==> src/hdl/cfas_pkg.sv <==
// ----------------------------------------------------------------------------
// cfas_pkg
// shared widths, types and latency figures for the face area pipeline
// ----------------------------------------------------------------------------
package cfas_pkg;

  localparam int CompW  = 16;
  localparam int ProdW  = 32;
  localparam int CrossW = 33;
  localparam int MagW   = 32;
  localparam int SqW    = 64;
  localparam int RootW  = 32;
  localparam int SumW   = 34;

  localparam int CrossLat = 2;
  localparam int SqrLat   = 2;
  localparam int RootLat  = RootW;
  localparam int Lat      = CrossLat + SqrLat + RootLat + 1;

  typedef logic signed [CompW-1:0]  comp_t;
  typedef logic signed [ProdW-1:0]  prod_t;
  typedef logic signed [CrossW-1:0] cross_t;
  typedef logic [MagW-1:0]          mag_t;
  typedef logic [SqW-1:0]           sq_t;
  typedef logic [RootW-1:0]         root_t;
  typedef logic [SumW-1:0]          sum_t;

  typedef comp_t  vec_t   [3];
  typedef cross_t cvec_t  [3];

endpackage

==> src/hdl/cfas_isqrt.sv <==
// ----------------------------------------------------------------------------
// cfas_isqrt
// floored square root, one result bit per pipeline stage
// ----------------------------------------------------------------------------
module cfas_isqrt import cfas_pkg::*; (
  input  logic  clk,
  input  logic  en,
  input  sq_t   n,
  output root_t root
);

  sq_t   rem [RootW];
  root_t acc [RootW];

  for (genvar k = 0; k < RootW; k++) begin : g_step
    localparam int B = RootW - 1 - k;
    sq_t   rem_in;
    root_t acc_in;
    sq_t   cand;

    if (k == 0) begin : g_first
      assign rem_in = n;
      assign acc_in = '0;
    end else begin : g_next
      assign rem_in = rem[k-1];
      assign acc_in = acc[k-1];
    end

    assign cand = (SqW'(acc_in) << (B + 1)) + (SqW'(1) << (2 * B));

    always_ff @(posedge clk) begin
      if (en) begin
        if (rem_in >= cand) begin
          rem[k] <= rem_in - cand;
          acc[k] <= acc_in | (RootW'(1) << B);
        end else begin
          rem[k] <= rem_in;
          acc[k] <= acc_in;
        end
      end
    end
  end

  assign root = acc[RootW-1];

endmodule

==> config.mk <==
export PLATFORM = sky130hd
export DESIGN_NAME = cfas_isqrt
export DESIGN_NICKNAME = d
export VERILOG_FILES = /design/src/hdl/cfas_pkg.sv /design/src/hdl/cfas_isqrt.sv
export SDC_FILE = /design/constraint.sdc
export NUM_CORES = 2
export LEC_CHECK = 0
export BUFFER_PORTS_ARGS = -buffer_cell sky130_fd_sc_hd__buf_2
export CELL_PAD_IN_SITES_DETAIL_PLACEMENT = 0
export CELL_PAD_IN_SITES_GLOBAL_PLACEMENT = 1
export CORE_MARGIN = 8
export CORE_UTILIZATION = 57
export DETAILED_ROUTE_END_ITERATION = 8
export GPL_TIMING_DRIVEN = 0
export PLACE_DENSITY_LB_ADDON = 0.1
export SETUP_SLACK_MARGIN = 0.1
export SLEW_MARGIN = 5
export SYNTH_ARGS = -nofsm -noshare
export SYNTH_HDL_FRONTEND = slang
export SYNTH_SLANG_ARGS = --single-unit
==> constraint.sdc <==
create_clock -name clk -period 12.6 [get_ports clk]
set_clock_uncertainty 0.1 [all_clocks]
set_input_delay 2.52 -clock clk [delete_from_list [all_inputs] [get_ports clk]]
set_output_delay 2.52 -clock clk [all_outputs]
set_load 0.005 [all_outputs]
==> flow_metrics.env <==
export IMPL_critical_path_cell_count=13
export IMPL_die_x_um=478
export IMPL_slew_headroom=0.0309
export IMPL_top_layer_used="met5"
export IMPL_syn_instance_count=9802
export IMPL_wl_um=334000
export IMPL_period_minus_slack_ns=7.24
export IMPL_setup_tns_ns=0
export IMPL_ys_top_cells_by_count="2512 x edfxtp_1, 712 x nand2_1, 699 x inv_1, 581 x nor2_1, 558 x ha_1"
export IMPL_numPortBuffers=96
export IMPL_io_pins=98
export IMPL_wl_per_cell_um=25.2
export IMPL_peakVddDrop_mv=0.195
export IMPL_cts_buffers=278
export IMPL_wl_met2_um=151000
export IMPL_cts_hold_buffers=0
export IMPL_floorplan_initialDensity=0.573
export IMPL_grt_start_max_net_pins=76
export IMPL_row_count=169
export IMPL_finalPower_uw=24800
export IMPL_r2r_cells=12
export IMPL_cp_start_kind="input pin"
export IMPL_nets=10831
export IMPL_drtIter0Drc=8158
export IMPL_worstMarginPinSlew_ns=1.44
export IMPL_drtPass1Iterations=6
export IMPL_synth_area_um2=121000
export IMPL_die_height_um=478
export IMPL_cts_clk_slew_worst_paths_ns=0.06
export IMPL_hpwl_um=261000
export IMPL_post_route_period_util=0.574
export IMPL_synth_top_area_frac=0.621
export IMPL_crit_arrival_ns=7.70
export IMPL_ctsRootBufferMaster="clkbuf_16"
export IMPL_core_area_um2=212000
export IMPL_p_leak_uw=0.0507
export IMPL_ys_ff_latch=2512
export IMPL_drc_errors=0
export IMPL_drive_gt1_frac=0.0666
export IMPL_p_per_area_nw_per_um2=184
export IMPL_antenna_left=0
export IMPL_fmax_ghz=0.138
export IMPL_min_path_cells=0
export IMPL_hold_violations=0
export IMPL_grt_overflow=0
export IMPL_viasPerCell=6.05
export IMPL_antenna_found_initial=11
export IMPL_vias=80020
export IMPL_syn_nets=10426
export IMPL_end_kind="register"
export IMPL_clock_sinks=2512
export IMPL_maxSlewViolCount=0
export IMPL_clock_path_buffers=4
export IMPL_cts_resized=0
export IMPL_die_area_um2=228000
export IMPL_postCtsSetupRepairBufs=0
export IMPL_cp_cell_sequence="clkbuf_4 -> inv_1 -> clkbuf_2 -> buf_12 -> clkbuf_2 -> buf_12 -> nor3b_1 -> o41a_1 -> o2111ai_1 -> clkbuf_1 -> clkbuf_1 -> nor2_1 -> a21oi_1"
export IMPL_synthArstFlopShare=0
export IMPL_crit_slowest_cell="nor3b_1"
export IMPL_rsz0062_at_grt="false"
export IMPL_cpPeakStageDelay_ns=0.85
export IMPL_ys_seq_area_frac=0.621
export IMPL_syn_avg_cell_area_um2=12.4
export IMPL_yosys_warnings=0
export IMPL_crit_family="buffers and inverters"
export IMPL_critPathKind="in2reg"
export IMPL_ys_flop_type="edfxtp_1"
export IMPL_worstSkewPairLatency_ns=0.93
export IMPL_synth_area_leader_cell="edfxtp_1"
export IMPL_synth_area_leaders="edfxtp_1 62%, ha_1 5.7%, xor2_1 3.4%, xnor2_1 2.9%, a21oi_1 2.2%"
export IMPL_wl_met3_um=23000
export IMPL_grt_pass1_wl_um=495000
export IMPL_synth_distinct_cells=91
export IMPL_path_buf_inv=8
export IMPL_gp_congestion=0.975
export IMPL_synth_edf_count=2512
export IMPL_status="finished clean"
export IMPL_finalSetupViolations=0
export IMPL_htree_levels=5
export IMPL_wl_met1_um=143000
export IMPL_hp_class="reg2reg"
export IMPL_grt_pass1_vias=77549
export IMPL_cap_violations=0
export IMPL_cp_data_required_time_ns=13.06
export IMPL_syn2layout_area_growth_pct=11.3
export IMPL_yosysMostFrequentCell="edfxtp_1"
export IMPL_crit_fanout=13
export IMPL_grt_total_usage=0.286
export IMPL_cts_tree="built"
[metrics by stage]
stage          instance area [um^2]  setup WS (ns)  utilization  std cells  hold WS [ns]
2_1_floorplan                121000           6.11            -       9802         0.317
3_3_place_gp                 125000          0.644        0.592      12719         0.327
3_5_place_dp                 126000           4.46        0.596      12748         0.328
4_1_cts                      135000           5.40        0.638      13223         0.307
5_1_grt                      135000           5.32        0.638      13224         0.315
6_report                     135000           5.36        0.638      13231         0.311
[logic make-up (layout without fill, tap and decap cells)]
| group | Yosys count | after routing | synth area share |
|---|---|---|---|
| and+or+nand+nor | 2969 | 2969 | 0.127 |
| buffers and inverters | 963 | 1563 | 0.0309 |
| muxes | 52 | 52 | 0.00471 |
| DFF | 2512 | 2512 | 0.621 |
| xor gates and xnor gates | 878 | 878 | 0.0633 |
| other | 0 | 8 | 0 |
| AOI/OAI and AO/OA | 1870 | 1870 | 0.0960 |
| adders and majority gates | 558 | 558 | 0.0575 |
[worst register-to-register path: cells and delay by family (launching register included)]
kind                     cells  cell delay, ns
AND/OR/NAND/NOR              7            3.17
adder cells (fa/ha/maj)      1            0.29
flip-flops                   1            0.41
AO/OA/AOI/OAI                2            0.72
XOR/XNOR                     1            0.13
buffers and inverters        1            0.30
[flip-flops by register name, indices dropped and copies added (netlist names)]
signal  count
rem      1984
acc       528
[metal layers]
metal,vias to the layer above,global-route usage
met5,-,0
met1,39060,0.392
met3,614,0.0518
met4,2,0.127
met2,2811,0.448
li1,37533,-
[where the power goes]
group          switching [uW]  leakage (uW)  internal (uW)  total (uW)
clock                    3190       0.00425           4730        7920
sequential               1020        0.0242          10600       11600
combinational            3310        0.0223           1990        5300
[final cells by class]
cell class,instances,area (um^2)
Antenna cell,8,20.0
Timing Repair Buffer,125,1250
Tap cell,2821,3530
Buffer,261,1240
Inverter,702,2640
Multi-Input combinational cell,6327,42300
Clock buffer,342,7280
Sequential cell,2512,75400
Fill cell,16026,76700
Clock inverter,133,1480
[cells in the final DEF, fill, tap and decap left out, drive strengths merged, types with 37 or more instances in the layout]
cell type / netlist / final
o21a: 135 / 135
inv: 701 / 708
o31ai: 53 / 53
edfxtp: 2512 / 2512
nor4: 373 / 373
nor2: 581 / 581
buf: 57 / 182
xnor2: 404 / 404
xor2: 474 / 474
clkbuf: 204 / 546
o21ai: 529 / 529
nand2: 713 / 713
nor4b: 61 / 61
nor2b: 79 / 79
mux2: 41 / 41
a21o: 224 / 224
a31oi: 47 / 47
or3: 122 / 122
nand4b: 37 / 37
nand2b: 113 / 113
nand4: 146 / 146
clkinv: 1 / 84
a21oi: 537 / 537
o21bai: 48 / 48
nand3: 163 / 163
or4: 100 / 100
and3: 61 / 61
nor3: 277 / 277
ha: 558 / 558
[final timing paths]
| kind | from | endpoint | slack, ns |
|---|---|---|---|
| worst min register to register | rem[0][771]$_DFFE_PP_ | rem[0][835]$_DFFE_PP_ | 0.31 |
| worst min-delay path | rem[0][771]$_DFFE_PP_ | rem[0][835]$_DFFE_PP_ | 0.31 |
| worst max-delay path | en | rem[1][296]$_DFFE_PP_ | 5.36 |
| worst max register to register | rem[1][673]$_DFFE_PP_ | rem[1][763]$_DFFE_PP_ | 7.21 |
Note: power is estimated with default switching activity, not from simulation.
